`src/hdl/apet_pkg.sv`:
```
// Shared types and constants for the ASCII point parser with edge trigger.
`default_nettype none
package apet_pkg;

  localparam logic [7:0] OPEN_BYTE  = 8'h5B;
  localparam logic [7:0] CLOSE_BYTE = 8'h5D;
  localparam logic [7:0] DIGIT_LO   = 8'h30;
  localparam logic [7:0] DIGIT_HI   = 8'h39;

  localparam int X_W = 31;
  localparam int Y_W = 16;
  localparam int PX_W = 17;
  localparam int MOD_W = 17;

  localparam logic [X_W-1:0] X_MAX = {X_W{1'b1}};
  localparam logic [Y_W-1:0] Y_MAX = {Y_W{1'b1}};

  localparam int QUEUE_DEPTH_DEF = 2;

  // Register indexes on the configuration port.
  localparam logic [1:0] REG_TIME_SCALE    = 2'd0;
  localparam logic [1:0] REG_TRIGGER_MODE  = 2'd1;
  localparam logic [1:0] REG_TRIGGER_LEVEL = 2'd2;

  // Trigger modes.
  localparam logic [1:0] MODE_FREE    = 2'd0;
  localparam logic [1:0] MODE_RISING  = 2'd1;
  localparam logic [1:0] MODE_FALLING = 2'd2;

  localparam logic [15:0] TIME_SCALE_RST    = 16'd100;
  localparam logic [1:0]  TRIGGER_MODE_RST  = MODE_FREE;
  localparam logic [15:0] TRIGGER_LEVEL_RST = 16'd20;

  typedef struct packed {
    logic [X_W-1:0] x;
    logic [Y_W-1:0] y;
  } frame_t;

  typedef struct packed {
    logic [15:0] time_scale;
    logic [1:0]  trigger_mode;
    logic [15:0] trigger_level;
  } cfg_t;

  typedef struct packed {
    logic            plotted;
    logic            sweep_restart;
    logic [PX_W-1:0] plot_x;
    logic [Y_W-1:0]  plot_y;
  } result_t;

endpackage
`default_nettype wire

```
`src/hdl/ascii_point_parser_edge_trigger_top.sv`:
```
// ASCII point parser with edge trigger: top level, configuration registers and ports.
//
// Usage:
//   s_* : received bytes of the ASCII point stream, one byte per transaction.
//   m_* : one result per completed '[' x sep y ... ']' frame; no result for other bytes.
//         m_tuser carries the plotted and sweep_restart flags, m_tdata the point.
//   cfg_* : register writes (0 time_scale, 1 trigger_mode, 2 trigger_level);
//         always ready, write only while no frame is in flight.
// Flow:
//   Bytes are accepted whenever the queue is not full. A closing byte hands its
//   frame to a queue; the trigger engine takes one frame at a time and reduces
//   x with a bit-serial restoring divider, then in its finish step loads the
//   result register and raises m_tvalid once the output register is free.
//   The result sits in an output register, so the next frame is reduced while
//   the last one waits to be taken.
// Reset: rst clears the parser, the queue and the sweep (armed, previous values
//   zero) and loads time_scale 100, free-running mode and trigger_level 20.
// Stall: a stalled receiver holds the result; once the queue fills, s_tready
//   drops until the engine drains a frame.
`default_nettype none
module ascii_point_parser_edge_trigger_top
  import apet_pkg::*;
#(
  parameter int QUEUE_DEPTH = QUEUE_DEPTH_DEF
) (
  input  wire logic        clk,
  input  wire logic        rst,
  input  wire logic        s_tvalid,
  output logic             s_tready,
  input  wire logic [7:0]  s_tdata,   // [7:0] rx_byte
  output logic             m_tvalid,
  input  wire logic        m_tready,
  output logic [39:0]      m_tdata,   // [16:0] plot_x, [32:17] plot_y, [39:33] zero
  output logic [1:0]       m_tuser,   // [0] plotted, [1] sweep_restart
  input  wire logic        cfg_valid,
  output logic             cfg_ready,
  input  wire logic [1:0]  cfg_index,
  input  wire logic [15:0] cfg_data
);

  cfg_t    cfg;
  frame_t  push_frame;
  frame_t  rd_frame;
  result_t result;
  logic    push;
  logic    pop;
  logic    empty;
  logic    full;
  logic    accept;

  assign cfg_ready = 1'b1;

  always_ff @(posedge clk) begin
    if (rst) begin
      cfg.time_scale    <= TIME_SCALE_RST;
      cfg.trigger_mode  <= TRIGGER_MODE_RST;
      cfg.trigger_level <= TRIGGER_LEVEL_RST;
    end else if (cfg_valid) begin
      unique case (cfg_index)
        REG_TIME_SCALE:    cfg.time_scale    <= cfg_data;
        REG_TRIGGER_MODE:  cfg.trigger_mode  <= cfg_data[1:0];
        REG_TRIGGER_LEVEL: cfg.trigger_level <= cfg_data;
        default: ;
      endcase
    end
  end

  assign s_tready = !full;
  assign accept   = s_tvalid && s_tready;

  apet_front u_front (
    .clk        (clk),
    .rst        (rst),
    .accept     (accept),
    .rx_byte    (s_tdata),
    .push_frame (push_frame),
    .push       (push)
  );

  apet_queue #(
    .DEPTH (QUEUE_DEPTH)
  ) u_queue (
    .clk      (clk),
    .rst      (rst),
    .push     (push),
    .wr_frame (push_frame),
    .pop      (pop),
    .rd_frame (rd_frame),
    .empty    (empty),
    .full     (full)
  );

  apet_back u_back (
    .clk       (clk),
    .rst       (rst),
    .cfg       (cfg),
    .rd_frame  (rd_frame),
    .empty     (empty),
    .pop       (pop),
    .result    (result),
    .out_valid (m_tvalid),
    .out_ready (m_tready)
  );

  assign m_tdata = {7'b0000000, result.plot_y, result.plot_x};
  assign m_tuser = {result.sweep_restart, result.plotted};

endmodule
`default_nettype wire

```
`src/hdl/apet_front.sv`:
```
// Byte scanner: finds bracketed frames and accumulates the x and y digits.
`default_nettype none
module apet_front
  import apet_pkg::*;
(
  input  wire logic       clk,
  input  wire logic       rst,
  input  wire logic       accept,
  input  wire logic [7:0] rx_byte,
  output frame_t          push_frame,
  output logic            push
);

  localparam logic [1:0] PH_X    = 2'd0;
  localparam logic [1:0] PH_Y    = 2'd1;
  localparam logic [1:0] PH_SKIP = 2'd2;

  logic           in_frame;
  logic [1:0]     parse_phase;
  logic [X_W-1:0] x_acc;
  logic [Y_W-1:0] y_acc;

  logic           is_digit;
  logic [3:0]     digit;
  logic [X_W+3:0] x_wide;
  logic [Y_W+3:0] y_wide;
  logic [X_W-1:0] x_acc_next;
  logic [Y_W-1:0] y_acc_next;

  assign is_digit = (rx_byte >= DIGIT_LO) && (rx_byte <= DIGIT_HI);
  assign digit    = rx_byte[3:0];

  // acc * 10 + d as shift-add, saturate on overflow
  always_comb begin
    x_wide = {1'b0, x_acc, 3'b000} + {3'b000, x_acc, 1'b0} + {{X_W{1'b0}}, digit};
    y_wide = {1'b0, y_acc, 3'b000} + {3'b000, y_acc, 1'b0} + {{Y_W{1'b0}}, digit};
    x_acc_next = (x_wide > {4'b0000, X_MAX}) ? X_MAX : x_wide[X_W-1:0];
    y_acc_next = (y_wide > {4'b0000, Y_MAX}) ? Y_MAX : y_wide[Y_W-1:0];
  end

  assign push       = accept && in_frame && (rx_byte == CLOSE_BYTE);
  assign push_frame = {x_acc, y_acc};

  always_ff @(posedge clk) begin
    if (rst) begin
      in_frame    <= 1'b0;
      parse_phase <= PH_X;
      x_acc       <= '0;
      y_acc       <= '0;
    end else if (accept) begin
      if (!in_frame) begin
        if (rx_byte == OPEN_BYTE) begin
          in_frame    <= 1'b1;
          parse_phase <= PH_X;
          x_acc       <= '0;
          y_acc       <= '0;
        end
      end else if (rx_byte == CLOSE_BYTE) begin
        in_frame    <= 1'b0;
        parse_phase <= PH_X;
        x_acc       <= '0;
        y_acc       <= '0;
      end else begin
        unique case (parse_phase)
          PH_X: begin
            if (is_digit) x_acc <= x_acc_next;
            else parse_phase <= PH_Y;
          end
          PH_Y: begin
            if (is_digit) y_acc <= y_acc_next;
            else parse_phase <= PH_SKIP;
          end
          default: ;
        endcase
      end
    end
  end

endmodule
`default_nettype wire

```
`src/hdl/apet_queue.sv`:
```
// Small frame queue between the byte scanner and the trigger engine.
`default_nettype none
module apet_queue
  import apet_pkg::*;
#(
  parameter int DEPTH = QUEUE_DEPTH_DEF
) (
  input  wire logic   clk,
  input  wire logic   rst,
  input  wire logic   push,
  input  wire frame_t wr_frame,
  input  wire logic   pop,
  output frame_t      rd_frame,
  output logic        empty,
  output logic        full
);

  localparam int PTR_W = (DEPTH > 1) ? $clog2(DEPTH) : 1;
  localparam int CNT_W = $clog2(DEPTH + 1);
  localparam logic [PTR_W-1:0] LAST_PTR = PTR_W'(DEPTH - 1);
  localparam logic [CNT_W-1:0] FULL_CNT = CNT_W'(DEPTH);

  frame_t           mem [DEPTH];
  logic [PTR_W-1:0] wr_ptr;
  logic [PTR_W-1:0] rd_ptr;
  logic [CNT_W-1:0] count;
  logic             do_push;
  logic             do_pop;

  assign empty    = (count == '0);
  assign full     = (count == FULL_CNT);
  assign do_push  = push && !full;
  assign do_pop   = pop && !empty;
  assign rd_frame = mem[rd_ptr];

  always_ff @(posedge clk) begin
    if (do_push) mem[wr_ptr] <= wr_frame;
  end

  always_ff @(posedge clk) begin
    if (rst) begin
      wr_ptr <= '0;
      rd_ptr <= '0;
      count  <= '0;
    end else begin
      if (do_push) wr_ptr <= (wr_ptr == LAST_PTR) ? '0 : wr_ptr + 1'b1;
      if (do_pop)  rd_ptr <= (rd_ptr == LAST_PTR) ? '0 : rd_ptr + 1'b1;
      unique case ({do_push, do_pop})
        2'b10:   count <= count + 1'b1;
        2'b01:   count <= count - 1'b1;
        default: count <= count;
      endcase
    end
  end

endmodule
`default_nettype wire

```
`src/hdl/apet_back.sv`:
```
// Trigger engine: serial x modulo, sweep and trigger decision, result register.
`default_nettype none
module apet_back
  import apet_pkg::*;
(
  input  wire logic   clk,
  input  wire logic   rst,
  input  wire cfg_t   cfg,
  input  wire frame_t rd_frame,
  input  wire logic   empty,
  output logic        pop,
  output result_t     result,
  output logic        out_valid,
  input  wire logic   out_ready
);

  typedef enum logic [2:0] {
    S_IDLE = 3'b001,
    S_DIV  = 3'b010,
    S_FIN  = 3'b100
  } state_t;

  localparam int CNT_W = $clog2(X_W);
  localparam logic [CNT_W-1:0] CNT_LAST = CNT_W'(X_W - 1);

  state_t         state;
  logic [X_W-1:0] dividend;
  logic [MOD_W-1:0] rem;
  logic [CNT_W-1:0] bit_cnt;
  logic [Y_W-1:0] y_val;

  logic [15:0]    previous_x;
  logic [15:0]    previous_y;
  logic [15:0]    trigger_offset;
  logic           armed;

  logic [MOD_W-1:0] modulus;
  logic [MOD_W:0]   partial;
  logic [MOD_W:0]   partial_sub;
  logic [15:0]      x_val;
  logic             restart;
  logic             armed_eff;
  logic [16:0]      rise_diff;
  logic [16:0]      fall_diff;
  logic             fire;
  logic             out_free;
  result_t          res_next;
  logic             armed_next;
  logic [15:0]      previous_y_next;
  logic [15:0]      trigger_offset_next;

  // A zero time scale acts as 65536.
  assign modulus     = (cfg.time_scale == 16'd0) ? 17'h10000 : {1'b0, cfg.time_scale};
  assign partial     = {rem, dividend[X_W-1]};
  assign partial_sub = partial - {1'b0, modulus};

  assign out_free = !out_valid || out_ready;
  assign pop      = (state == S_IDLE) && !empty;

  always_comb begin
    x_val     = rem[15:0];
    restart   = x_val < previous_x;
    armed_eff = armed || restart;
    rise_diff = {1'b0, y_val} - {1'b0, previous_y};
    fall_diff = {1'b0, previous_y} - {1'b0, y_val};
    fire      = 1'b0;
    if (cfg.trigger_mode == MODE_RISING)
      fire = (y_val > previous_y) && (rise_diff > {1'b0, cfg.trigger_level});
    else if (cfg.trigger_mode == MODE_FALLING)
      fire = (previous_y > y_val) && (fall_diff > {1'b0, cfg.trigger_level});

    res_next               = '0;
    res_next.sweep_restart = restart;
    armed_next             = armed_eff;
    previous_y_next        = previous_y;
    trigger_offset_next    = trigger_offset;

    if (armed_eff) begin
      priority if (cfg.trigger_mode == MODE_FREE) begin
        res_next.plotted = 1'b1;
        res_next.plot_x  = {1'b0, x_val};
        res_next.plot_y  = y_val;
        armed_next       = 1'b0;
        previous_y_next  = y_val;
      end else if (cfg.trigger_mode == MODE_RISING || cfg.trigger_mode == MODE_FALLING) begin
        if (fire) begin
          trigger_offset_next = x_val;
          res_next.plotted    = 1'b1;
          res_next.plot_y     = y_val;
          armed_next          = 1'b0;
        end
        previous_y_next = y_val;
      end else begin
        // undefined mode: plot nothing, hold previous_y and trigger_offset, stay armed
        armed_next = armed_eff;
      end
    end else begin
      res_next.plotted = 1'b1;
      res_next.plot_x  = {1'b0, x_val} - {1'b0, trigger_offset};
      res_next.plot_y  = y_val;
      previous_y_next  = y_val;
    end
  end

  always_ff @(posedge clk) begin
    if (rst) begin
      state          <= S_IDLE;
      bit_cnt        <= '0;
      previous_x     <= '0;
      previous_y     <= '0;
      trigger_offset <= '0;
      armed          <= 1'b1;
    end else begin
      unique case (state)
        S_IDLE: begin
          if (!empty) begin
            bit_cnt <= '0;
            state   <= S_DIV;
          end
        end
        S_DIV: begin
          if (bit_cnt == CNT_LAST) state <= S_FIN;
          else bit_cnt <= bit_cnt + 1'b1;
        end
        S_FIN: begin
          if (out_free) begin
            previous_x     <= x_val;
            previous_y     <= previous_y_next;
            trigger_offset <= trigger_offset_next;
            armed          <= armed_next;
            state          <= S_IDLE;
          end
        end
        default: state <= S_IDLE;
      endcase
    end
  end

  // Load a new result or drop the one taken by the receiver.
  always_ff @(posedge clk) begin
    if (rst) out_valid <= 1'b0;
    else if (state == S_FIN && out_free) out_valid <= 1'b1;
    else if (out_ready) out_valid <= 1'b0;
  end

  // Restoring division datapath, one quotient bit per cycle.
  always_ff @(posedge clk) begin
    if (state == S_IDLE && !empty) begin
      dividend <= rd_frame.x;
      y_val    <= rd_frame.y;
      rem      <= '0;
    end else if (state == S_DIV) begin
      dividend <= {dividend[X_W-2:0], 1'b0};
      rem      <= partial_sub[MOD_W] ? partial[MOD_W-1:0] : partial_sub[MOD_W-1:0];
    end
    if (state == S_FIN && out_free) result <= res_next;
  end

`ifndef SYNTHESIS
  a_unplotted_zero: assert property (@(posedge clk) disable iff (rst)
    out_valid && !result.plotted |-> result.plot_x == '0 && result.plot_y == '0)
    else $error("unplotted result carries nonzero payload");

  a_load_from_fin: assert property (@(posedge clk) disable iff (rst)
    $rose(out_valid) |-> $past(state == S_FIN))
    else $error("result loaded outside the finish step");

  a_div_length: assert property (@(posedge clk) disable iff (rst)
    state == S_FIN && $past(state == S_DIV) |-> $past(bit_cnt == CNT_LAST))
    else $error("modulo finished early");

  a_rem_below_mod: assert property (@(posedge clk) disable iff (rst)
    state == S_FIN |-> rem < modulus)
    else $error("remainder not reduced");
`endif

endmodule
`default_nettype wire
```
`config.mk`:
```
export PLATFORM = sky130hd
export DESIGN_NAME = ascii_point_parser_edge_trigger_top
export DESIGN_NICKNAME = d
export VERILOG_FILES = /design/src/hdl/apet_pkg.sv /design/src/hdl/ascii_point_parser_edge_trigger_top.sv /design/src/hdl/apet_front.sv /design/src/hdl/apet_queue.sv /design/src/hdl/apet_back.sv
export SDC_FILE = /design/constraint.sdc
export NUM_CORES = 1
export LEC_CHECK = 0
export BUFFER_PORTS_ARGS = -buffer_cell sky130_fd_sc_hd__buf_2
export CAP_MARGIN = 20
export CELL_PAD_IN_SITES_DETAIL_PLACEMENT = 1
export CELL_PAD_IN_SITES_GLOBAL_PLACEMENT = 2
export CORE_AREA = 4 4 240 219
export DETAILED_ROUTE_END_ITERATION = 10
export DIE_AREA = 0 0 244 223
export PLACE_DENSITY_LB_ADDON = 0.2
export SLEW_MARGIN = 20
export SYNTH_ARGS = -nofsm -noshare
export SYNTH_HDL_FRONTEND = slang
export SYNTH_SLANG_ARGS = --single-unit
```
`constraint.sdc`:
```
create_clock -name clk -period 6.2 [get_ports clk]
set_clock_uncertainty 0.15 [all_clocks]
set_input_delay 0.31 -clock clk [delete_from_list [all_inputs] [get_ports clk]]
set_output_delay 0.31 -clock clk [all_outputs]
set_load 0.01 [all_outputs]
```
==> impl_metrics.env <==
export IMPL_yosysSeqAreaShare_pct=43.21
export IMPL_dp_hpwl_um=36100
export IMPL_cts_root_buf="clkbuf_16"
export IMPL_synth_simple_area_share_pct=13.93
export IMPL_place_area_um2=20820
export IMPL_setup_viol=0
export IMPL_ff2ff_path_depth=21
export IMPL_max_freq_mhz=176.9
export IMPL_cts_made_buffers=39
export IMPL_drtIter0Drc=760
export IMPL_syn_area_per_cell_um2=9.653
export IMPL_num_rows=78
export IMPL_core_area_um2=49970
export IMPL_io_buffers=67
export IMPL_maxCapViolCount=0
export IMPL_synth_distinct_cells=80
export IMPL_cts_max_path_buffers=3
export IMPL_post_place_ws_ns=0.5648
export IMPL_worst_endpoint_arrival_ns=5.91
export IMPL_gp_congestion=0.8202
export IMPL_synth_xor_area_share_pct=4.013
export IMPL_stdcell_area_um2=22260
export IMPL_final_min_clock_period_ns=5.652
export IMPL_crit_required_ns=6.45
export IMPL_reg2reg_to="u_back.trigger_offset[14]"
export IMPL_yosys_mux_area_fraction_pct=5.168
export IMPL_synth_top_flop_cell="edfxtp_1"
export IMPL_hold_viol=0
export IMPL_die_w_um=244
export IMPL_drc=0
export IMPL_grt_pass1_wl_um=82170
export IMPL_synth_top_family_by_area="compound AO/OA/AOI/OAI gates"
export IMPL_hold_start="cfg_index[1]"
export IMPL_status="finished, final reports clean"
export IMPL_ctsHoldBuffers=20
export IMPL_yosys_warnings=0
export IMPL_ios=76
export IMPL_via_count=14789
export IMPL_r2r_start="u_back.y_val[1]"
export IMPL_powerDensity_nw_per_um2=216.4
export IMPL_synth_cells=2054
export IMPL_synthArstFlopShare_pct=0
export IMPL_clock_sinks=340
export IMPL_cts_setup_buffers=0
export IMPL_vias_per_cell=5.222
export IMPL_drv_slew=0
export IMPL_crit_path_cell_trace="inv_1, ha_1, nor2b_1, o21ai_0, a21boi_1, o21ai_0, a21boi_0, o21ai_0, a31oi_1, o41ai_1, xnor2_1, ha_1, nand2_1, nor4_1, o31ai_1, o41ai_1, o41ai_1, a221oi_2, o2111ai_4, mux2i_1, nor2_1"
export IMPL_setup_tns_ns=0
export IMPL_synth_edff_count=176
export IMPL_synthAdderAreaFrac_pct=14.06
export IMPL_worstSkewPairLatency_ns=0.57
export IMPL_grt_pass1_vias=15308
export IMPL_worstSetupPathType="reg2reg"
export IMPL_cts_tree="built"
export IMPL_crit_path_end_kind="flip-flop"
export IMPL_area_growth_synth_to_final_pct=12.25
export IMPL_fin_crit_sh_pct=91.17
export IMPL_initial_core_util_pct=39.68
export IMPL_rsz0062_at_grt="false"
export IMPL_min_to="cfg[21]"
export IMPL_peakVddDrop_v=0.0001574
export IMPL_hold_class="in2reg"
export IMPL_die_h_um=223
export IMPL_startpoint_type="flip-flop"
export IMPL_cp_max_fo=16
export IMPL_drive_gt1_share_pct=9.294
export IMPL_fillers=5735
export IMPL_nets=2370
export IMPL_antenna_found_initial=0
export IMPL_post_route_util_pct=44.54
export IMPL_p_leak_uw=0.009127
export IMPL_syn_area_um2=19830
export IMPL_finalWorstSetupSlack_ns=0.5477
export IMPL_holdPathStages=4
export IMPL_die_area_um2=54410
export IMPL_ys_seq_elements=340
export IMPL_tightestPinTransition_ns=1.022
export IMPL_grt_usage_pct=18.25
export IMPL_ctsResizeCount=0
export IMPL_relSlewSlack_pct=31.72
export IMPL_antenna_left=0
export IMPL_antenna_cells=0
export IMPL_post_drt_wl_per_cell_um=17.64
export IMPL_overflow=0
export IMPL_grt_max_degree=84
export IMPL_htree_num_levels=2
export IMPL_power_uw=4816
export IMPL_synth_compound_area_share_pct=14.95
export IMPL_max_stage_delay_ns=0.56
export IMPL_cp_slowest_cell="o41ai_1"
export IMPL_clk_pin_slew_worst_paths_ns=0.06
export IMPL_dr_pass1_iters=4
export IMPL_wirelength_um=49950
export IMPL_reg2reg_slack_ns=0.55
## Yosys cell counts (10+ instances only)
cell type    n  area, µm²
a21oi_1    170      850.8
mux2_2      19      214.0
nand2_1    222      833.3
and3_1      11      68.82
a21o_1      53      397.9
mux2i_1     81      810.8
o21a_1      10      75.07
nand2b_1    15      93.84
o21bai_1    12      90.09
a31oi_1     15      93.84
nand3b_1    10      75.07
and2_1      10      62.56
ha_1       210       2628
dfxtp_1    164       3283
clkbuf_1    58      217.7
nor3_1      59      295.3
a211o_1     10      87.58
nand3_1     34      170.2
edfxtp_1   176       5285
o21ai_0     89      445.4
xnor2_1     59      516.8
nor2_1     168      630.6
nor2b_1     17      106.4
o211ai_1    10      75.07
o21ai_1     33      165.2
inv_1      140      525.5
xor2_1      30      262.8
nand4_1     15      93.84
## metal layers
layer	track usage, %	up-vias	wire (µm)
met5	0	-	0
li1	-	7413	-
met4	4.368	0	736
met1	26.38	7197	25790
met2	29.28	135	22240
met3	2.271	44	1191
## state kept, by name (all words and copies together), names as in the netlist, 16 cells and up, named ones only
signal / count
u_queue.mem: 94
u_back.result: 35
cfg: 34
u_back.dividend: 31
u_front.x_acc: 31
u_back.rem: 17
u_back.previous_x: 16
u_back.previous_y: 16
u_back.trigger_offset: 16
u_back.y_val: 16
u_front.y_acc: 16
## how the worst max path moves through the flow
stage                         start                         to  depth (start not counted)
global placement    u_back.y_val[1]   u_back.trigger_offset[5]                         21
finish              u_back.y_val[1]  u_back.trigger_offset[14]                         21
global route        u_back.y_val[1]  u_back.trigger_offset[14]                         21
detailed placement  u_back.y_val[1]  u_back.trigger_offset[13]                         21
CTS                 u_back.y_val[1]  u_back.trigger_offset[14]                         21
floorplan           u_back.y_val[1]          u_back.result[10]                         22
## final cells by class
| type | instances | area [µm²] | share of cell area, % |
|---|---|---|---|
| tap | 680 | 850.8 | 3.823 |
| timing repair buffer | 103 | 658.1 | 2.957 |
| sequential | 340 | 8569 | 38.50 |
| inverter | 145 | 545.5 | 2.451 |
| multi-input combinational | 1492 | 10410 | 46.75 |
| clock inverter | 20 | 171.4 | 0.7702 |
| clock buffer | 52 | 1056 | 4.745 |
## placed cells by master, fill, tap and decap left out, drive strengths merged, types with 10 or more instances in the layout
cell type,n
and2,10
dfxtp,164
a21oi,175
o21bai,13
o211ai,10
and3,11
clkinv,17
edfxtp,176
nor3,60
nand2b,15
mux2,19
nand3,34
inv,144
dlygate4sd3,20
nand2,222
mux2i,81
nand3b,10
nor2b,17
a21o,53
o21ai,124
xor2,30
a31oi,15
a211o,10
o21a,10
nand4,15
ha,210
buf,83
nor2,168
xnor2,60
clkbuf,52
## metrics by stage
step / cells / hold slack [ns]
2_1_floorplan: 2060 / 0.2778
3_3_place_gp: 2740 / 0.2913
3_5_place_dp: 2740 / 0.2993
4_1_cts: 2832 / 0.03377
5_1_grt: 2832 / 0.03054
6_report: 2832 / 0.01987
## report_power, final
group          switching, µW  leakage, µW  internal (µW)
sequential              9.29      0.00296           2350
clock                    944     0.000597           1290
combinational            126      0.00557           92.7
## cells by family (layout without fill, tap and decap cells)
| kind of cell | after synthesis | after routing |
|---|---|---|
| xor+xnor | 90 | 90 |
| simple gates | 606 | 606 |
| fa+ha+maj | 218 | 218 |
| flops | 340 | 340 |
| compound gates | 470 | 470 |
| buf+inv | 228 | 320 |
| mux | 100 | 100 |
| other cells | 2 | 8 |
## worst max-delay path, delay by kind of cell (launching register included)
kind                     cells  cell delay, ns
AO/OA/AOI/OAI               12            3.04
AND/OR/NAND/NOR              4            0.62
adder cells (fa/ha/maj)      2            0.59
flip-flops                   1            0.45
multiplexers                 1            0.33
buffers and inverters        1            0.15
XOR/XNOR                     1            0.15
(Power assumes the default switching activity.)
